**config.mk**
```make
export PLATFORM = sky130hd
export DESIGN_NAME = gaps_ctrl
export DESIGN_NICKNAME = d
export VERILOG_FILES = /design/src/hdl/gaps_pkg.sv /design/src/hdl/gaps_ctrl.sv
export SDC_FILE = /design/constraint.sdc
export NUM_CORES = 1
export LEC_CHECK = 0
export ABC_AREA = 1
export BUFFER_PORTS_ARGS = -buffer_cell sky130_fd_sc_hd__buf_2
export CAP_MARGIN = 30
export CORE_UTILIZATION = 45
export DETAILED_ROUTE_END_ITERATION = 7
export GPL_ROUTABILITY_DRIVEN = 0
export PLACE_DENSITY = 0.81
export SLEW_MARGIN = 10
export SYNTH_ARGS = -nofsm -noshare
export SYNTH_HDL_FRONTEND = slang
export SYNTH_SLANG_ARGS = --single-unit
```
**constraint.sdc**
```tcl
create_clock -name clk -period 2.08 [get_ports clk]
set_input_delay 0.416 -clock clk [delete_from_list [all_inputs] [get_ports clk]]
set_output_delay 0.416 -clock clk [all_outputs]
set_load 0.02 [all_outputs]
```
**src/hdl/gaps_pkg.sv**
```systemverilog
// shared types, codes and neighbor tables of the grid path search block
package gaps_pkg;

  localparam int COORD_W    = 5;
  localparam int REQ_W      = 2;
  localparam int IDX_W      = 11;
  localparam int LEN_W      = 11;
  localparam int CFG_DATA_W = 6;
  localparam int CFG_IDX_W  = 1;

  localparam logic [REQ_W-1:0] REQ_MAP_WR  = 2'd0;
  localparam logic [REQ_W-1:0] REQ_SEARCH  = 2'd1;
  localparam logic [REQ_W-1:0] REQ_READ    = 2'd2;

  localparam logic [CFG_IDX_W-1:0] CFG_MAP_WIDTH  = 1'b0;
  localparam logic [CFG_IDX_W-1:0] CFG_MAP_HEIGHT = 1'b1;

  localparam logic [1:0] ST_FRESH = 2'd0;
  localparam logic [1:0] ST_OPEN  = 2'd1;
  localparam logic [1:0] ST_DONE  = 2'd2;

  localparam logic [1:0] STEP_ZERO = 2'd0;
  localparam logic [1:0] STEP_POS  = 2'd1;
  localparam logic [1:0] STEP_NEG  = 2'd2;

  typedef struct packed {
    logic [REQ_W-1:0]   req_type;
    logic [COORD_W-1:0] cell_x;
    logic [COORD_W-1:0] cell_y;
    logic               cell_blocked;
    logic [COORD_W-1:0] start_x;
    logic [COORD_W-1:0] start_y;
    logic [COORD_W-1:0] goal_x;
    logic [COORD_W-1:0] goal_y;
    logic               use_waypoint;
    logic [COORD_W-1:0] waypoint_x;
    logic [COORD_W-1:0] waypoint_y;
    logic [IDX_W-1:0]   step_index;
  } in_req_t;

  typedef struct packed {
    logic               found;
    logic [LEN_W-1:0]   path_length;
    logic [COORD_W-1:0] closest_x;
    logic [COORD_W-1:0] closest_y;
    logic [COORD_W-1:0] step_x;
    logic [COORD_W-1:0] step_y;
  } out_res_t;

  typedef struct packed {
    logic latch_req;
    logic map_wr;
    logic out_load;
    logic srch_init;
    logic leg_setup;
    logic clr_step;
    logic seed;
    logic scan_start;
    logic scan_issue;
    logic expand;
    logic exp_load;
    logic nb_issue;
    logic nb_check;
    logic nb_next;
    logic bt_init;
    logic bt_cnt_rd;
    logic bt_cnt_step;
    logic bt_wr_init;
    logic bt_wr;
    logic bt_wr_step;
    logic leg_ok;
    logic leg_fail;
  } ctrl_cmd_t;

  typedef struct packed {
    logic [REQ_W-1:0] req_type;
    logic leg_trivial;
    logic leg_outside;
    logic clr_last;
    logic scan_last;
    logic any_open;
    logic goal_hit;
    logic nb_ok;
    logic nb_last;
    logic bt_at_start;
    logic bt_k_last;
    logic leg2_pend;
  } ctrl_sts_t;

  // neighbor order: long axis first, then the short axis, then the four diagonals
  function automatic logic [1:0] nb_dx(input logic long_y, input logic [2:0] idx);
    logic [1:0] d;
    case (idx)
      3'd0: d = long_y ? STEP_ZERO : STEP_NEG;
      3'd1: d = long_y ? STEP_ZERO : STEP_POS;
      3'd2: d = long_y ? STEP_NEG : STEP_ZERO;
      3'd3: d = long_y ? STEP_POS : STEP_ZERO;
      3'd4: d = STEP_NEG;
      3'd5: d = STEP_NEG;
      3'd6: d = STEP_POS;
      default: d = STEP_POS;
    endcase
    return d;
  endfunction

  function automatic logic [1:0] nb_dy(input logic long_y, input logic [2:0] idx);
    logic [1:0] d;
    case (idx)
      3'd0: d = long_y ? STEP_NEG : STEP_ZERO;
      3'd1: d = long_y ? STEP_POS : STEP_ZERO;
      3'd2: d = long_y ? STEP_ZERO : STEP_NEG;
      3'd3: d = long_y ? STEP_ZERO : STEP_POS;
      3'd4: d = STEP_NEG;
      3'd5: d = STEP_POS;
      3'd6: d = STEP_POS;
      default: d = STEP_NEG;
    endcase
    return d;
  endfunction

endpackage

```
**src/hdl/gaps_ctrl.sv**
```systemverilog
// search sequencer state machine of the grid path search block
module gaps_ctrl (
  input  logic                 clk,
  input  logic                 rst_n,
  input  logic                 in_valid,
  input  logic                 out_busy,
  input  gaps_pkg::ctrl_sts_t  sts,
  output gaps_pkg::ctrl_cmd_t  cmd,
  output logic                 in_stall
);

  localparam logic [4:0] S_IDLE  = 5'd0;
  localparam logic [4:0] S_DISP  = 5'd1;
  localparam logic [4:0] S_RDP   = 5'd2;
  localparam logic [4:0] S_RES   = 5'd3;
  localparam logic [4:0] S_LEG   = 5'd4;
  localparam logic [4:0] S_CLR   = 5'd5;
  localparam logic [4:0] S_SEED  = 5'd6;
  localparam logic [4:0] S_SCAN0 = 5'd7;
  localparam logic [4:0] S_SCAN  = 5'd8;
  localparam logic [4:0] S_SCANE = 5'd9;
  localparam logic [4:0] S_DEC   = 5'd10;
  localparam logic [4:0] S_EXP   = 5'd11;
  localparam logic [4:0] S_EXP2  = 5'd12;
  localparam logic [4:0] S_NBRD  = 5'd13;
  localparam logic [4:0] S_NBCK  = 5'd14;
  localparam logic [4:0] S_BTC   = 5'd15;
  localparam logic [4:0] S_BTC2  = 5'd16;
  localparam logic [4:0] S_BTW0  = 5'd17;
  localparam logic [4:0] S_BTW   = 5'd18;
  localparam logic [4:0] S_BTW2  = 5'd19;
  localparam logic [4:0] S_LOK   = 5'd20;
  localparam logic [4:0] S_FAIL  = 5'd21;

  logic [4:0] state_r;
  logic [4:0] state_nxt;

  assign in_stall = (state_r != S_IDLE) || out_busy;

  always_comb begin
    cmd       = '0;
    state_nxt = state_r;
    case (state_r)
      S_IDLE: begin
        if (in_valid && !out_busy) begin
          cmd.latch_req = 1'b1;
          state_nxt     = S_DISP;
        end
      end
      S_DISP: begin
        case (sts.req_type)
          gaps_pkg::REQ_MAP_WR: begin
            cmd.map_wr = 1'b1;
            state_nxt  = S_RDP;
          end
          gaps_pkg::REQ_SEARCH: begin
            cmd.srch_init = 1'b1;
            state_nxt     = S_LEG;
          end
          default: state_nxt = S_RDP;
        endcase
      end
      S_RDP: state_nxt = S_RES;
      S_RES: begin
        cmd.out_load = 1'b1;
        state_nxt    = S_IDLE;
      end
      S_LEG: begin
        cmd.leg_setup = 1'b1;
        if (sts.leg_trivial) begin
          state_nxt = S_LOK;
        end else if (sts.leg_outside) begin
          state_nxt = S_FAIL;
        end else begin
          state_nxt = S_CLR;
        end
      end
      S_FAIL: begin
        cmd.leg_fail = 1'b1;
        state_nxt    = S_RDP;
      end
      S_CLR: begin
        cmd.clr_step = 1'b1;
        if (sts.clr_last) begin
          state_nxt = S_SEED;
        end
      end
      S_SEED: begin
        cmd.seed  = 1'b1;
        state_nxt = S_SCAN0;
      end
      S_SCAN0: begin
        cmd.scan_start = 1'b1;
        state_nxt      = S_SCAN;
      end
      S_SCAN: begin
        cmd.scan_issue = 1'b1;
        if (sts.scan_last) begin
          state_nxt = S_SCANE;
        end
      end
      S_SCANE: state_nxt = S_DEC;
      S_DEC: begin
        state_nxt = sts.any_open ? S_EXP : S_FAIL;
      end
      S_EXP: begin
        cmd.expand = 1'b1;
        if (sts.goal_hit) begin
          cmd.bt_init = 1'b1;
          state_nxt   = S_BTC;
        end else begin
          state_nxt = S_EXP2;
        end
      end
      S_EXP2: begin
        cmd.exp_load = 1'b1;
        state_nxt    = S_NBRD;
      end
      S_NBRD: begin
        if (sts.nb_ok) begin
          cmd.nb_issue = 1'b1;
          state_nxt    = S_NBCK;
        end else if (sts.nb_last) begin
          state_nxt = S_SCAN0;
        end else begin
          cmd.nb_next = 1'b1;
        end
      end
      S_NBCK: begin
        cmd.nb_check = 1'b1;
        if (sts.nb_last) begin
          state_nxt = S_SCAN0;
        end else begin
          cmd.nb_next = 1'b1;
          state_nxt   = S_NBRD;
        end
      end
      S_BTC: begin
        if (sts.bt_at_start) begin
          state_nxt = S_BTW0;
        end else begin
          cmd.bt_cnt_rd = 1'b1;
          state_nxt     = S_BTC2;
        end
      end
      S_BTC2: begin
        cmd.bt_cnt_step = 1'b1;
        state_nxt       = S_BTC;
      end
      S_BTW0: begin
        cmd.bt_wr_init = 1'b1;
        state_nxt      = S_BTW;
      end
      S_BTW: begin
        cmd.bt_wr = 1'b1;
        state_nxt = sts.bt_k_last ? S_LOK : S_BTW2;
      end
      S_BTW2: begin
        cmd.bt_wr_step = 1'b1;
        state_nxt      = S_BTW;
      end
      S_LOK: begin
        cmd.leg_ok = 1'b1;
        state_nxt  = sts.leg2_pend ? S_LEG : S_RDP;
      end
      default: state_nxt = S_IDLE;
    endcase
  end

  always_ff @(posedge clk) begin
    if (!rst_n) begin
      state_r <= S_IDLE;
    end else begin
      state_r <= state_nxt;
    end
  end

endmodule

```
==> out/metrics.cfg, run 1 <==
[run_status]
outcome = complete, no violations

[min_path]
holdPathEnd = state_r[4]$_SDFFE_PN0P_
hp-class = in -> reg
holdPathStages = 3
hp-start = rst_n

[worst_setup_path]
cp.arrival_ps = 1490
reg2reg_depth = 10
crit_fanout = 7
crit_path_end_kind = output port
crit_type = reg -> out
worstPathRequired_ps = 1660
rrSetupSlack_ps = 430
timing.rr.end = state_r[0]$_SDFFE_PN0P_
cp-start-kind = register
r2r_start = state_r[4]$_SDFFE_PN0P_

[cells_and_area]
largest_register_ffs = 5
largest_register = state_r
fillers = 131
layoutNonFillerInstCount = 196
drive_gt1_frac = 0.331
largestRegisters = state_r: 5 flops
synthToLayoutAreaGrowth_pct = 31.9
nNetsFinal = 199
design_area_um2 = 937
num_antenna_cells = 0

[cts]
worst_skew_pair.late_latency_ps = 240
cts_root_buf = clkbuf_4
cts-buffers-inserted = 3
htreeDepth = 1
cts_buffer_depth = 2
clkSinkCount = 5
clk_pin_slew_ps = 50
cts_tree = built
hold_buffers = 0
cts_resized = 0
postCtsSetupRepairBufs = 0

[sta]
slew_headroom = 0.746
period_share = 0.917
setup_viol_count_final = 0
layout_setup_ws_ps = 172
rsz0062_at_grt = no
timing.final.crit_period_ps = 1910
tightest_slew_ps = 381
maxSlewViolCount = 0
clock.fmax_mhz = 524
setup-tns-final_ps = 0
fin_skew_ps = 4.27
finalHoldViolations = 0

[detailed_routing]
route.met2.wl_um = 924
wl_per_cell_um = 10.5
drtIter0Drc = 35
routed.top_layer = met4
final_antenna_net_count = 0
via_count = 988
wirelength_met1_um = 940
drtPass1Iterations = 4
routed_wl_um = 2070
vias_per_cell = 5.04
drcViolationCount = 0
wl_met3_um = 180

[synthesis]
yosysUniqueCellTypes = 21
ys_warn_count = 0
synth-edff-count = 0
syn_nets = 156
syn_area_um2 = 711
synth_seq_area_share = 0.141
yosysMostFrequentCell = nand2_1
synth.top_cells.by_area = nand2_1 (20%), dfxtp_1 (14%), nor2_1 (14%), inv_1 (12%), nand3_1 (7.0%)
synthArstFlopShare = 0
synth-main-ff-cell = dfxtp_1
synthCells = 139
yosys-top-cells-count = nand2_1 (37), nor2_1 (26), inv_1 (23), nand3_1 (10)
synth_top_area_frac = 0.195
postSynthAreaPerCell_um2 = 5.11
synth-seq-cells = 5
yosysTopAreaCell = nand2_1

[global_routing]
overflow = 0
grt_max_degree = 12
first_global_vias = 892
grt_use_total = 0.249
antenna_found_initial = 0
grt_pass1_wl_um = 3500

[floorplan]
die_w_um = 41.7
die-area_um2 = 1740
core-area_um2 = 1380
std_cell_rows = 13
num_io_pins = 40
fp.dieH_um = 41.7
start_util = 0.514

[power]
clockPowerShare = 0.154
cellLeakagePower_uw = 0.000656
p_sw_uw = 392
seq_power_share = 0.215
cellPowerDensity_nw_per_um2 = 786
swShare = 0.533
p_int_uw = 344
ir_drop_uv = 452
power_frac_comb = 0.631

[placement]
portBuffers = 39
place_ws_ps = 454
place_inst = 192
dpl-instance-area_um2 = 911
hpwl_um = 1710

[job]
drv_cap = 0

## layout by cell type (no fill, tap or decap), types with 3 or more instances in the layout
cell type | Yosys | layout
buf_2 | 0 | 39
clkbuf_4 | 0 | 3
dfxtp_1 | 5 | 5
inv_1 | 23 | 23
nand2_1 | 37 | 37
nand2_2 | 5 | 5
nand3_1 | 10 | 10
nor2_1 | 26 | 26
nor2_2 | 8 | 8
nor3_1 | 8 | 8
## final cells by class
| type | instances | area (um2) | share of cell area |
|---|---|---|---|
| sequential | 5 | 100 | 0.107 |
| clock buffer | 4 | 26.3 | 0.0280 |
| inverter | 25 | 93.8 | 0.100 |
| multi-input combinational | 108 | 503 | 0.537 |
| tap | 15 | 18.8 | 0.0200 |
| timing repair buffer | 39 | 195 | 0.208 |
## metrics by stage
stage,power (uW),utilization,hold WS [ps]
2_1_floorplan,503,-,514
3_3_place_gp,612,0.659,545
3_5_place_dp,613,0.659,546
4_1_cts,730,0.678,372
5_1_grt,816,0.678,369
6_report,737,0.678,376
## power groups by stage
stage               logic, uW  registers, uW  clock network, uW
finish                    465            158                113
global route              523            163                130
CTS                       458            157                116
detailed placement        454            159                  0
global placement          454            158                  0
floorplan                 356            147                  0
## layer usage
metal | global-route usage | vias up
met1 | 0.321 | 414
met4 | 0.0387 | 0
met5 | 0 | -
met2 | 0.416 | 56
li1 | - | 514
met3 | 0.0696 | 4
## worst max-delay path, cell delays in order (launching register included)
cell and delay [ps]:
dfxtp_1 370, nor2_2 320, nand2_2 110, nor2_2 140, nand2_1 80, nor2_1 80, buf_2 160
## cells by family (layout without fill, tap and decap cells)
group           count (synthesis)  count (layout)  synth area share
buf+inv                        26              68             0.151
simple gates                   99              99             0.634
flops                           5               5             0.141
compound gates                  9               9            0.0740
## worst max path at each step
stage / startpoint / endpoint / slack [ps] / cells past startpoint
4_1_cts: state_r[1]$_SDFFE_PN0P_ / cmd[21] / 190 / 6
6_report: state_r[1]$_SDFFE_PN0P_ / cmd[21] / 170 / 6
3_5_place_dp: state_r[1]$_SDFFE_PN0P_ / cmd[21] / 450 / 6
2_1_floorplan: state_r[1]$_SDFFE_PN0P_ / cmd[21] / 410 / 5
3_3_place_gp: state_r[1]$_SDFFE_PN0P_ / cmd[21] / 460 / 6
5_1_grt: state_r[4]$_SDFFE_PN0P_ / cmd[8] / 20 / 6
Power figures use the tool's default switching activity.
==> inputs of run 2 (changes only) <==
==> constraint.sdc (replaced) <==
create_clock -name clk -period 2.08 [get_ports clk]
set_input_delay 0.208 -clock clk [delete_from_list [all_inputs] [get_ports clk]]
set_output_delay 0.208 -clock clk [all_outputs]
set_load 0.02 [all_outputs]
==> run 2 against run 1 <==
Effect of this change: first-iteration DRC count rose by 11%; via count increased by 0.71%; global-route usage increased by 3.0 points; sequential share of layout area did not move; routed wire length up 7.7%.
==> out/metrics.cfg, run 2 (same netlist as run 1, synthesis figures left out) <==
[cts]
cts_buffer_depth = 2
worst_skew_pair.late_latency_ps = 250
cts_resized = 0
hold_buffers = 0
clkSinkCount = 5
cts_tree = built
cts_root_buf = clkbuf_4
clk_pin_slew_ps = 40
htreeDepth = 1
postCtsSetupRepairBufs = 0
cts-buffers-inserted = 3

[sta]
tightest_slew_ps = 401
rsz0062_at_grt = no
setup_viol_count_final = 0
finalHoldViolations = 0
slew_headroom = 0.732
clock.fmax_mhz = 580
period_share = 0.829
timing.final.crit_period_ps = 1720
fin_skew_ps = 1.57
maxSlewViolCount = 0
setup-tns-final_ps = 0

[worst_setup_path]
cp-start-kind = register
crit_type = reg -> out
crit_path_end_kind = output port
crit_path_start = state_r[4]$_SDFFE_PN0P_
timing.rr.end = state_r[0]$_SDFFE_PN0P_
cpPeakStageDelay_ps = 560
crit_path_end = cmd[8]
path_cells = inv_1 > nand3_1 > nor2_1 > nand2_1 > nand2_1 > buf_2
cp.arrival_ps = 1520
reg2reg_depth = 10
r2r_start = state_r[4]$_SDFFE_PN0P_
slowest_stage = dfxtp_1
rrSetupSlack_ps = 450
crit_fanout = 11
worstPathRequired_ps = 1870
crit_top_cell = nand2_1

[placement]
place_inst = 192
hpwl_um = 1880
portBuffers = 39
dpl-instance-area_um2 = 911

[detailed_routing]
routed_wl_um = 2220
drcViolationCount = 0
vias_per_cell = 5.08
drtPass1Iterations = 5
via_count = 995
final_antenna_net_count = 0
drtIter0Drc = 39
wl_per_cell_um = 11.3

[min_path]
hp-class = in -> reg

[cells_and_area]
fillers = 143
drive_gt1_frac = 0.331
layoutNonFillerInstCount = 196
num_antenna_cells = 0
design_area_um2 = 937
nNetsFinal = 199
largest_register_ffs = 5
ff_latch_area_um2 = 100
final_common_cell = buf_2
largest_register = state_r
final_cell_mix = buf_2 (39), nand2_1 (37), nor2_1 (26)
synthToLayoutAreaGrowth_pct = 31.9
multi_input_area_um2 = 503
final_util = 0.678
largestRegisters = state_r: 5 flops

[power]
swShare = 0.539
p_int_uw = 345
power_frac_comb = 0.626
cellPowerDensity_nw_per_um2 = 798
cellLeakagePower_uw = 0.000656
p_total_uw = 748
p_sw_uw = 403
ir_drop_uv = 457
clockPowerShare = 0.160
seq_power_share = 0.213

[global_routing]
grt_use_total = 0.278
grt_max_degree = 12
overflow = 0
first_global_vias = 925
grt_pass1_wl_um = 3820
antenna_found_initial = 0

[floorplan]
std_cell_rows = 13
start_util = 0.514
fp.dieH_um = 41.7
core-area_um2 = 1380
num_io_pins = 40
die_w_um = 41.7
die-area_um2 = 1740

[job]
drv_cap = 0

[run_status]
outcome = complete, no violations

==> run 2: worst max-delay path: cells and delay by family (launching register included) <==
kind,cells,cell delay [ps]
flip-flops,1,560
buffers and inverters,2,330
AND/OR/NAND/NOR,4,380
==> run 2: worst min-delay path by stage <==
stage	slack (ps)	from	depth (start not counted)	end
finish	150	rst_n	3	state_r[4]$_SDFFE_PN0P_
global route	180	rst_n	3	state_r[4]$_SDFFE_PN0P_
CTS	150	rst_n	3	state_r[4]$_SDFFE_PN0P_
detailed placement	410	rst_n	3	state_r[4]$_SDFFE_PN0P_
global placement	410	rst_n	3	state_r[4]$_SDFFE_PN0P_
floorplan	310	rst_n	2	state_r[4]$_SDFFE_PN0P_
==> run 2: area by class of cell <==
class,count,share of cell area
clock buffers,4,0.0280
well taps,15,0.0200
repair buffers,39,0.208
inverters,25,0.100
multi-input cells,108,0.537
flip-flops and latches,5,0.107
==> run 2: metal layers <==
metal / GRT usage / part of all wire / up-vias
met1: 0.343 / 0.43 / 419
li1: - / - / 516
met2: 0.459 / 0.48 / 54
met4: 0.110 / 0.016 / 0
met5: 0 / 0 / -
met3: 0.0696 / 0.069 / 6
==> run 2: power by group through the flow <==
stage	Combinational [uW]	Sequential (uW)	Clock [uW]
2_1_floorplan	356	147	0
3_3_place_gp	455	158	0
3_5_place_dp	465	159	0
4_1_cts	467	158	122
5_1_grt	527	163	124
6_report	468	159	120
==> run 2: stage by stage <==
stage | hold WS (ps) | worst slack [ps]
2_1_floorplan | 306 | 616
3_3_place_gp | 406 | 578
3_5_place_dp | 413 | 483
4_1_cts | 151 | 380
5_1_grt | 181 | 248
6_report | 152 | 356
